<file path="src/sv/sic_pkg.sv">
// Shared constants and types for the segment intersection block.
// No dependencies.
`timescale 1ns / 1ps

package sic_pkg;

    localparam int COORD_BITS_DEF = 24;
    localparam int FRAC_BITS_DEF  = 16;
    localparam int STATUS_W       = 3;

    typedef enum logic [STATUS_W-1:0] {
        ST_NONE     = 3'd0,
        ST_HIT      = 3'd1,
        ST_PARALLEL = 3'd2,
        ST_DISJOINT = 3'd3,
        ST_TOUCH    = 3'd4,
        ST_OVERLAP  = 3'd5
    } status_t;

endpackage

</file>
<file path="src/sv/sic_back.sv">
// Output stage: round-to-nearest offsets, point, Q1.F parameter.
// Depends on sic_pkg.
`timescale 1ns / 1ps

module sic_back #(
    parameter int COORD_BITS = sic_pkg::COORD_BITS_DEF,
    parameter int FRAC_BITS  = sic_pkg::FRAC_BITS_DEF,
    parameter int K          = 25
) (
    input  logic                         clk,
    input  logic                         en,
    input  sic_pkg::status_t             status_in,
    input  logic                         hit,
    input  logic                         negx,
    input  logic                         negy,
    input  logic [COORD_BITS-1:0]        base_x,
    input  logic [COORD_BITS-1:0]        base_y,
    input  logic [K-1:0]                 qu,
    input  logic [K-1:0]                 qx,
    input  logic [K-1:0]                 qy,
    input  logic [2*COORD_BITS+1:0]      rx,
    input  logic [2*COORD_BITS+1:0]      ry,
    input  logic [2*COORD_BITS+1:0]      den,
    output logic [sic_pkg::STATUS_W-1:0] status,
    output logic [COORD_BITS-1:0]        hit_x,
    output logic [COORD_BITS-1:0]        hit_y,
    output logic [FRAC_BITS:0]           u_fraction
);
    import sic_pkg::*;

    localparam int C  = COORD_BITS;
    localparam int DW = 2 * C + 2;

    logic [DW:0]  twice_rx, twice_ry;
    logic         rnd_x, rnd_y;
    logic [C-1:0] mag_x, mag_y, off_x, off_y;

    // ties go toward +inf: a negative span rounds up only past the half
    always_comb
    begin
        twice_rx = {rx, 1'b0};
        twice_ry = {ry, 1'b0};
        rnd_x = negx ? (twice_rx > {1'b0, den}) : (twice_rx >= {1'b0, den});
        rnd_y = negy ? (twice_ry > {1'b0, den}) : (twice_ry >= {1'b0, den});
        mag_x = C'(qx) + C'(rnd_x);
        mag_y = C'(qy) + C'(rnd_y);
        off_x = negx ? -mag_x : mag_x;
        off_y = negy ? -mag_y : mag_y;
    end

    always_ff @(posedge clk)
    begin
        if (en)
        begin
            status     <= status_in;
            hit_x      <= hit ? base_x + off_x : '0;
            hit_y      <= hit ? base_y + off_y : '0;
            u_fraction <= hit ? qu[FRAC_BITS:0] : '0;
        end
    end

endmodule

</file>
<file path="config.mk">
export PLATFORM = sky130hd
export DESIGN_NAME = sic_back
export DESIGN_NICKNAME = d
export VERILOG_FILES = /design/src/sv/sic_pkg.sv /design/src/sv/sic_back.sv
export SDC_FILE = /design/constraint.sdc
export NUM_CORES = 1
export LEC_CHECK = 0
export BUFFER_PORTS_ARGS = -buffer_cell sky130_fd_sc_hd__buf_4
export CORE_MARGIN = 10
export CORE_UTILIZATION = 40
export DETAILED_ROUTE_END_ITERATION = 10
export GPL_TIMING_DRIVEN = 0
export HOLD_SLACK_MARGIN = 0.03
export PLACE_DENSITY = 0.67
export SETUP_SLACK_MARGIN = 0.15
export SLEW_MARGIN = 20
export SYNTH_ARGS = -nofsm -noshare
export SYNTH_HDL_FRONTEND = slang
export SYNTH_SLANG_ARGS = --single-unit
</file>
<file path="constraint.sdc">
create_clock -name clk -period 10.5 [get_ports clk]
set_clock_uncertainty 0.2 [all_clocks]
set_input_delay 1.05 -clock clk [delete_from_list [all_inputs] [get_ports clk]]
set_output_delay 1.05 -clock clk [all_outputs]
set_load 0.01 [all_outputs]
</file>
==> results of run 1 <==
[layout by cell type (no fill, tap or decap), types with 47 or more instances in the layout]
cell type	instances
xnor2_1	90
buf_4	325
inv_1	67
a21o_1	53
edfxtp_1	68
and2_1	63
nand2_1	66
a21oi_1	74
o21ai_0	55
ha_1	154
nor2_1	47
[synth_stat cells, types with 3 or more instances]
cell | number | area (um^2)
a31oi_1 | 8 | 50.1
nand3_1 | 41 | 205
a211o_1 | 3 | 26.3
mux2i_1 | 5 | 50.1
nor3_1 | 21 | 105
a41oi_1 | 4 | 35.0
inv_1 | 67 | 251
o31ai_1 | 8 | 60.1
nor4_1 | 7 | 43.8
o22ai_1 | 6 | 37.5
nor4_4 | 4 | 85.1
clkbuf_1 | 20 | 75.1
and2_1 | 63 | 394
o211ai_1 | 9 | 67.6
a311oi_1 | 4 | 35.0
a221oi_1 | 3 | 26.3
nor2_1 | 47 | 176
nand2_1 | 66 | 248
nand2b_1 | 11 | 68.8
o21ai_1 | 5 | 25.0
o21a_1 | 10 | 75.1
a21o_1 | 53 | 398
a211oi_1 | 13 | 97.6
xnor2_1 | 90 | 788
xor2_1 | 35 | 307
buf_2 | 7 | 35.0
a21boi_0 | 3 | 22.5
and4_1 | 15 | 131
and3_1 | 18 | 113
nand4_1 | 28 | 175
nor2b_1 | 13 | 81.3
a22oi_1 | 4 | 30.0
or2_2 | 3 | 18.8
ha_1 | 154 | 1930
nand4_2 | 3 | 37.5
edfxtp_1 | 68 | 2040
or3_1 | 10 | 62.6
o21ai_0 | 55 | 275
a21oi_1 | 74 | 370
a2111oi_0 | 3 | 26.3
o21bai_1 | 5 | 37.5
[how the worst min path moves through the flow]
| stage | start | to | slack [ns] | cells past startpoint |
|---|---|---|---|---|
| floorplan | status_in[0] | status[0] | 0.95 | 0 |
| global placement | status_in[1] | status[1] | 1.03 | 1 |
| detailed placement | status_in[1] | status[1] | 1.03 | 1 |
| CTS | status_in[1] | status[1] | 0.69 | 1 |
| global route | status_in[1] | status[1] | 0.68 | 1 |
| finish | status_in[1] | status[1] | 0.70 | 1 |
[per-stage QoR]
| stage | cells | power, W |
|---|---|---|
| after floorplan | 1116 | 0.000728 |
| after global placement | 1759 | 0.000954 |
| after detailed placement | 1759 | 0.000962 |
| after CTS | 1775 | 0.00127 |
| after global routing | 1775 | 0.00135 |
| final | 1777 | 0.00126 |
[registers in the layout, summed over array words and instances (netlist names)]
signal,cells
hit_y,24
status,3
hit_x,24
u_fraction,17
[area by class of cell]
class	instances	area share
inverter	69	0.0203
clock inverter	7	0.00588
antenna	2	0.000392
sequential	68	0.160
clock buffer	9	0.0176
buffer	32	0.0116
tap	319	0.0313
timing repair buffer	324	0.191
multi-input combinational	947	0.562
[power breakdown]
part	total, W	switching [W]	internal, W	leakage, nW
clock network	0.000299	0.000114	0.000185	0.150
registers	0.000360	0.0000133	0.000347	0.656
logic	0.000596	0.000299	0.000297	5.16
total	0.00126	0.000426	0.000829	5.96
[logic make-up after synthesis]
| group | synth area share |
|---|---|
| flops | 0.212 |
| compound gates | 0.199 |
| simple gates | 0.221 |
| fa+ha+maj | 0.204 |
| buf+inv | 0.0423 |
| mux | 0.00754 |
| xor+xnor | 0.114 |
[per-layer routing]
metal	track usage	wire (um)
met5	0	0
met2	0.350	15600
met4	0.0463	490
met1	0.229	13000
met3	0.0610	2670
==> metrics.txt, run 1 <==
Seq/Total Area, Yosys=0.212; CP Capture Type=flip-flop; CP Data Arrival Time=between 8 and 9 ns; ANT nets after route=0; Die ar.=about 0.03 mm^2; Via Count=between 9000 and 10000; DR DRC count=0; # port buffers=324; # H-tree levels=3; ys async rst share=0; Worst EP required=between 10 and 15 ns; setup violators final=0; Final Util=0.542; CTS Buffer Depth=2; placed cell areas=between 0.01 and 0.015 mm^2; Synth cell types=78; Yosys reg bits=68; pin count of the biggest net entering global routing=69; post-route cell area=~0.013 mm^2; die height=175 um; f_max=around 0.12 GHz; Slew Limit Fails=0; max_slew headroom=0.405; Avg Inst Size Synth=approximately 8.6 um^2; measured slew at the worst slew-check pin=between 0.8 and 0.9 ns; CTS root buf=clkbuf_16; Stages on worst setup path=34; Worst VDD drop=0.0728 mV; Setup TNS=0 ns; first-pass GRT wire length=between 40 and 50 mm; clk slew on worst S/H paths=about 0.060 ns; Storage cell area=0.00204 mm^2; max cap viols=0; synthesized area=~0.0096 mm^2; Setup Buffers After CTS=0; CP bufs+invs=4; GRT Total Usage=0.198; Initial DRC Count=630; Critical Path Start Type=input pin; main flop type after synthesis=edfxtp_1; Syn-to-layout area delta=32.6%; GPL Wtd Cong=roughly 0.90; Worst Hold Class=input pin to flip-flop; initial antenna violation count=1; pre-CTS setup slack=between 1.5 and 2 ns; P per Cell Area=roughly 98 mW/mm^2; Yosys warning total=0; clock sinks=68; core area=0.0235 mm^2; RSZ-0062 raised after global routing=no; GRT overflow=0; row count=56; WL per Instance=around 18 um; final hold violation count=0; Final Worst Setup Slack=~2.2 ns; vias in the first global route=around 9500; number of CTS-inserted buffers=9; crit path time final=around 8.3 ns; CP endpoint=hit_x[23]; hold slack=about 0.70 ns; syn_nets=between 1500 and 2000; Worst path max stage delay=0.40 ns; Detailed Route WL=31.8 mm; I/O pin cnt=349; FILL cells=2235; crit-path leading delay family=simple AND/OR/NAND/NOR gates; Mapped Cells=~1100; width of the die=175 um; Initial Utilization=0.409; CP Launch Point=den[34]; share of layout cells above drive strength 1=0.259; CP Max Fanout=10; multi-input logic area=between 0.007 and 0.008 mm^2; post-CTS sizing=0; status=finished, final reports clean; Post-synth EDFFs=around 70; CTS tree=built; CTS Hold Buffers Added=0; Crit path top cell by count=ha_1; Final Cycle Share=0.795; via/cell ratio=roughly 5.3; hpwl dp=about 28 mm; post-layout net count=around 1900; critical path class=input pin to flip-flop; total leakage power=a little under 6 nW; Crit-path slowest cell=mux2_2; first-pass detailed-route iteration total=5
(Power assumes the default switching activity.)
==> run 2: changes to the inputs <==
--- a/config.mk
+++ b/config.mk
@@ -5,13 +5,14 @@
 export SDC_FILE = /design/constraint.sdc
 export NUM_CORES = 1
 export LEC_CHECK = 0
+export ABC_AREA = 1
 export BUFFER_PORTS_ARGS = -buffer_cell sky130_fd_sc_hd__buf_4
 export CORE_MARGIN = 10
 export CORE_UTILIZATION = 40
 export DETAILED_ROUTE_END_ITERATION = 10
 export GPL_TIMING_DRIVEN = 0
 export HOLD_SLACK_MARGIN = 0.03
-export PLACE_DENSITY = 0.67
+export PLACE_DENSITY = 0.69
 export SETUP_SLACK_MARGIN = 0.15
 export SLEW_MARGIN = 20
 export SYNTH_ARGS = -nofsm -noshare
==> constraint.sdc (replaced) <==
create_clock -name clk -period 7.2 [get_ports clk]
set_clock_uncertainty 0.2 [all_clocks]
set_input_delay 0.72 -clock clk [delete_from_list [all_inputs] [get_ports clk]]
set_output_delay 0.72 -clock clk [all_outputs]
set_load 0.01 [all_outputs]
==> run 2 against run 1 <==
  * Routed wire length is 6.4% higher
  * Flip-flop and latch count stayed put
  * Worst setup slack worse by 0.95 ns
  * Critical path type unchanged
  * Die area is 1.1% higher
  * Non-clock buffer count is 9 lower
  * Global-route usage is 1.1 points higher
  * Synthesized cell count is 29% higher
  * Critical path depth stayed put
  * Synthesized area is 1.3% higher
  * Highest routed layer unchanged
  * Total power is 42% higher
  * Count of clock-buffer cells in the layout is 1 higher
  * First-iteration DRC count is 19% lower
==> metrics.txt, run 2 <==
Worst Hold Class=input pin to flip-flop (unchanged); post-layout net count=2224 (was 1888); via/cell ratio=4.95 (was 5.32); hpwl dp=30.3 mm (was 27.9 mm); first-pass GRT wire length=53.2 mm (was 49.9 mm); # port buffers=336 (was 324); Synth top cells by count=317 x nand2_1, 246 x inv_1, 154 x ha_1 (was 154 x ha_1, 90 x xnor2_1, 74 x a21oi_1); WL per Instance=16.0 um (was 17.9 um); first-pass detailed-route iteration total=5 (unchanged); core area=0.0242 mm^2 (was 0.0235 mm^2); # H-tree levels=3 (unchanged); Post-synth EDFFs=68 (unchanged); Seq/Total Area, Yosys=0.209 (was 0.212); CP Data Arrival Time=5.88 ns (was 8.24 ns); Storage cell area=0.00204 mm^2 (unchanged); Yosys reg bits=68 (unchanged); Initial Utilization=0.403 (was 0.409); largest cells by area after synthesis=edfxtp_1 21%, ha_1 20%, nand2_1 12% (was edfxtp_1 21%, ha_1 20%, xnor2_1 8.2%); CTS root buf=clkbuf_16 (unchanged); CP Launch Point=den[40] (was den[34]); CTS tree=built (unchanged); Avg Inst Size Synth=6.77 um^2 (was 8.62 um^2); status=finished, final reports clean (unchanged); total leakage power=6.74 nW (was 5.96 nW); vias in the first global route=10400 (was 9467); FILL cells=2388 (was 2235); met3 wire len=3.02 mm (was 2.67 mm); Via Count=10500 (was 9448); row count=57 (was 56); f_max=0.167 GHz; max cap viols=0 (unchanged); final hold violation count=0 (unchanged); CP Capture Type=flip-flop (unchanged); met2 WL=16.4 mm (was 15.6 mm); met1 wire length=13.7 mm (was 13.0 mm); Worst VDD drop=0.116 mV (was 0.0728 mV); clock sinks=68 (unchanged); Crit path top cell by count=nand2_1 (was ha_1); CP bufs+invs=5 (was 4); initial antenna violation count=1 (unchanged); CTS Buffer Depth=2 (unchanged); crit-path leading delay family=simple AND/OR/NAND/NOR gates (unchanged); Yosys warning total=0 (unchanged); Slew Limit Fails=0 (unchanged); width of the die=176 um (was 175 um); post-route cell area=0.0130 mm^2 (was 0.0128 mm^2); Final Cycle Share=0.833; largest area contributor in the netlist=edfxtp_1 (unchanged); ANT nets after route=0 (unchanged); Worst path max stage delay=0.42 ns (was 0.40 ns); main flop type after synthesis=edfxtp_1 (unchanged); share of layout cells above drive strength 1=0.218 (was 0.259); RSZ-0062 raised after global routing=no (unchanged); Initial DRC Count=512 (was 630); P per Cell Area=137 mW/mm^2 (was 98.3 mW/mm^2); Critical Path Start Type=input pin (unchanged); Setup TNS=0 ns (unchanged); most frequent cells in the layout=336 x buf_4, 317 x nand2_1, 246 x inv_1 (was 325 x buf_4, 154 x ha_1, 90 x xnor2_1); Detailed Route WL=33.8 mm (was 31.8 mm); top sig layer=met4 (unchanged); syn_nets=1877 (was 1553); DR DRC count=0 (unchanged); Die ar.=0.0310 mm^2 (was 0.0307 mm^2); hold_sp=status_in[0] (was status_in[1]); Crit-path slowest cell=ha_1 (was mux2_2); most frequent cell after synthesis=nand2_1 (was ha_1); clk slew on worst S/H paths=0.05 ns (was 0.06 ns); GPL Wtd Cong=0.934 (was 0.901); die height=176 um (was 175 um); synthesized area=0.00975 mm^2 (was 0.00962 mm^2); crit path time final=between 5 and 6 ns; critical path class=input pin to flip-flop (unchanged); Worst EP required=7.08 ns (was 10.39 ns); top-area cell type share of the netlist area=0.209 (was 0.212); pin count of the biggest net entering global routing=69 (unchanged); Setup Buffers After CTS=0 (unchanged); GRT overflow=0 (unchanged); CTS Hold Buffers Added=0 (unchanged); multi-input logic area=0.00672 mm^2 (was 0.00718 mm^2); ys async rst share=0 (unchanged); post-CTS sizing=0 (unchanged); Syn-to-layout area delta=33.0% (was 32.6%); placed cell areas=0.0127 mm^2 (was 0.0125 mm^2); commonest non-fill, non-tap cell in the layout=buf_4 (unchanged); I/O pin cnt=349 (unchanged); setup violators final=0 (unchanged); max_slew headroom=0.431 (was 0.405); GRT Total Usage=0.210 (was 0.198); Mapped Cells=1440 (was 1116); CP Max Fanout=7 (was 10); biggest registers after layout=hit_x: 24 flops, hit_y: 24 flops, u_fraction: 17 flops (unchanged); number of CTS-inserted buffers=9 (unchanged); Synth cell types=45 (was 78); measured slew at the worst slew-check pin=0.853 ns (was 0.893 ns)
[run 2: changes by cell type in the layout (fill, tap and decap cells not counted), moves of 13 or more]
| cell | delta |
|---|---|
| nand2_1 | +251 |
| inv_1 | +179 |
| nor2_1 | +76 |
| xnor2_1 | -66 |
| a21oi_1 | +64 |
| and2_1 | -59 |
| a21o_1 | -47 |
| o21ai_0 | +34 |
| nand3_1 | +23 |
| and3_1 | -18 |
| nor2_2 | +16 |
| and4_1 | -15 |
| nor2b_1 | -13 |
[run 2: power breakdown]
part	leakage [nW]	internal [W]	switching (W)
Sequential	0.657	0.000498	0.0000129
Clock	0.132	0.000264	0.000154
Combinational	5.96	0.000369	0.000482
[run 2: final cells by class]
class,count,share of cell area
clock buffers,10,0.0177
multi-input cells,1111,0.519
clock inverters,5,0.00415
diodes,1,0.000193
inverters,250,0.0724
flip-flops and latches,68,0.158
well taps,324,0.0313
repair buffers,336,0.195
plain buffers,11,0.00348
[run 2: path summary, 6_finish.rpt]
| check | depth (start not counted) | to | slack [ns] |
|---|---|---|---|
| worst max-delay path | 34 | hit_x[23] | 1.21 |
| worst min-delay path | 1 | status[0] | 0.38 |
[run 2: metal layers]
metal | track usage | up-vias
met1 | 0.239 | 4542
met4 | 0.0608 | 0
met2 | 0.372 | 369
met5 | 0 | -
li1 | - | 5514
met3 | 0.0602 | 39
[run 2: cell families after synthesis]
group,synth area share
simple gates,0.268
fa+ha+maj,0.202
xor+xnor,0.0529
compound gates,0.167
buf+inv,0.101
flops,0.209
[run 2: through the flow]
step / hold slack (ns) / power, W / std cells / utilization / setup WS [ns]
3_5_place_dp: 0.700 / 0.00136 / 2100 / 0.524 / 0.872
3_3_place_gp: 0.698 / 0.00135 / 2100 / 0.524 / 0.941
4_1_cts: 0.365 / 0.00179 / 2115 / 0.536 / 1.18
6_report: 0.375 / 0.00178 / 2116 / 0.536 / 1.21
2_1_floorplan: 0.619 / 0.00101 / 1440 / - / 1.99
5_1_grt: 0.368 / 0.00192 / 2116 / 0.536 / 0.568
==> run 3: changes to the inputs <==
--- a/config.mk
+++ b/config.mk
@@ -12,7 +12,7 @@
 export DETAILED_ROUTE_END_ITERATION = 10
 export GPL_TIMING_DRIVEN = 0
 export HOLD_SLACK_MARGIN = 0.03
-export PLACE_DENSITY = 0.69
+export PLACE_DENSITY = 0.67
 export SETUP_SLACK_MARGIN = 0.15
 export SLEW_MARGIN = 20
 export SYNTH_ARGS = -nofsm -noshare
==> constraint.sdc (replaced) <==
create_clock -name clk -period 6.3 [get_ports clk]
set_clock_uncertainty 0.2 [all_clocks]
set_input_delay 0.63 -clock clk [delete_from_list [all_inputs] [get_ports clk]]
set_output_delay 0.63 -clock clk [all_outputs]
set_load 0.01 [all_outputs]
==> run 3 against run 2 <==
  * Routed wire length hardly changed
  * First-iteration DRC count is 4.1% lower
  * Total power is 16% higher
  * Non-clock buffer count is 1 higher
  * Flip-flop and latch count stayed put
  * Clock power is 21% higher
  * Design area is 0.85% higher
  * Combinational power is 15% higher
  * Count of clock-buffer cells in the layout is 1 lower
  * Critical path depth stayed put
  * Sequential power is 14% higher
  * Global-route usage is 0.069 points lower
==> metrics.txt, run 3 (synthesis gave the netlist of run 2 again) <==
status=finished, final reports clean (unchanged); most frequent cells in the layout=337 x buf_4, 317 x nand2_1, 246 x inv_1 (was 336 x buf_4, 317 x nand2_1, 246 x inv_1); f_max=0.180 GHz; Worst VDD drop=0.131 mV (was 0.116 mV); WL per Instance=16.0 um (about the same); total leakage power=6.77 nW (was 6.74 nW); Crit-path slowest cell=ha_2 (was ha_1); Syn-to-layout area delta=34.1% (was 33.0%); CTS root buf=clkbuf_16 (unchanged); GRT Total Usage=0.209 (was 0.210); Final Cycle Share=0.883; # port buffers=336 (unchanged); Critical Path Start Type=input pin (unchanged); share of layout cells above drive strength 1=0.228 (was 0.218); max_slew headroom=0.423 (was 0.431); GPL Wtd Cong=0.966 (was 0.934); hpwl dp=30.2 mm (was 30.3 mm); number of CTS-inserted buffers=9 (unchanged); Crit path top cell by count=nand2_1 (unchanged); CTS Buffer Depth=2 (unchanged); first-pass GRT wire length=52.7 mm (was 53.2 mm); Worst EP required=6.19 ns (was 7.08 ns); DR DRC count=0 (unchanged); RSZ-0062 raised after global routing=no (unchanged); pin count of the biggest net entering global routing=69 (unchanged); Initial Utilization=0.403 (unchanged); # H-tree levels=3 (unchanged); Worst Hold Class=input pin to flip-flop (unchanged); clock sinks=68 (unchanged); commonest non-fill, non-tap cell in the layout=buf_4 (unchanged); Detailed Route WL=33.8 mm (about the same); CP bufs+invs=3 (was 5); Worst path max stage delay=0.40 ns (was 0.42 ns); crit path time final=about 5.6 ns; GRT overflow=0 (unchanged); CP Max Fanout=7 (unchanged); initial antenna violation count=0 (was 1); clk slew on worst S/H paths=0.06 ns (was 0.05 ns); die height=176 um (unchanged); core area=0.0242 mm^2 (unchanged); Initial DRC Count=491 (was 512); CTS tree=built (unchanged); biggest registers after layout=hit_x: 24 flops, hit_y: 24 flops, u_fraction: 17 flops (unchanged); ANT nets after route=0 (unchanged); Via Count=10500 (about the same); Final Util=0.541 (was 0.536); via/cell ratio=4.95 (about the same); first-pass detailed-route iteration total=7 (was 5); vias in the first global route=10300 (was 10400); crit-path leading delay family=simple AND/OR/NAND/NOR gates (unchanged); width of the die=176 um (unchanged); row count=57 (unchanged); final hold violation count=0 (unchanged); I/O pin cnt=349 (unchanged); Setup TNS=0 ns (unchanged); CTS Hold Buffers Added=0 (unchanged); post-layout net count=2225 (was 2224); CP Data Arrival Time=5.46 ns (was 5.88 ns); total inserted antenna cells=0 (was 1); post-route cell area=0.0131 mm^2 (was 0.0130 mm^2); max cap viols=0 (unchanged); setup violators final=0 (unchanged); critical path class=input pin to flip-flop (unchanged); Die ar.=0.0310 mm^2 (unchanged); P per Cell Area=158 mW/mm^2 (was 137 mW/mm^2); CP Capture Type=flip-flop (unchanged); placed cell areas=0.0127 mm^2 (unchanged); measured slew at the worst slew-check pin=0.865 ns (was 0.853 ns); Slew Limit Fails=0 (unchanged)
run 3: cell count changes in the layout (fill, tap and decap cells not counted), sizes merged:
cell      delta
clkinv       -1
diode        -1
clkbuf       -1
buf          +1
inv          +2
clkinvlp     +1
run 3: metal layers:
metal,global-route usage,up-vias,routed length [um]
met5,0,-,0
met4,0.0562,0,658
met3,0.0611,32,2860
met2,0.369,305,16400
met1,0.241,4628,13800
li1,-,5505,-
run 3: metrics by stage:
| stage | setup slack [ns] | power, W | cells | hold slack, ns |
|---|---|---|---|---|
| floorplan | 1.18 | 0.00116 | 1440 | 0.529 |
| global placement | 0.0780 | 0.00154 | 2100 | 0.609 |
| detailed placement | 0.0139 | 0.00156 | 2100 | 0.610 |
| CTS | 0.362 | 0.00207 | 2116 | 0.267 |
| global route | 0.138 | 0.00223 | 2117 | 0.266 |
| finish | 0.736 | 0.00207 | 2117 | 0.275 |
run 3: repair_timing:
item,CTS,global route
setup endpoints to repair,0,15
gates resized for setup,0,21
buffers inserted,0,1
run 3: cell type report:
type,count,area [um^2]
Timing Repair Buffer,337,2530
Multi-Input combinational cell,1111,6810
Fill cell,2412,11100
Tap cell,324,405
Clock buffer,9,225
Clock inverter,7,75.1
Buffer,11,45.0
Sequential cell,68,2040
Inverter,250,938
run 3: worst paths after layout:
kind	from	end	slack, ns	cells past startpoint
min	status_in[2]	status[2]	0.28	1
max	den[6]	hit_x[23]	0.74	34
run 3: report_power, final:
part / total [W] / switching (W) / internal, W / leakage [nW]
Sequential: 0.000582 / 0.0000139 / 0.000568 / 0.657
Clock: 0.000505 / 0.000197 / 0.000308 / 0.138
Combinational: 0.000982 / 0.000557 / 0.000425 / 5.98
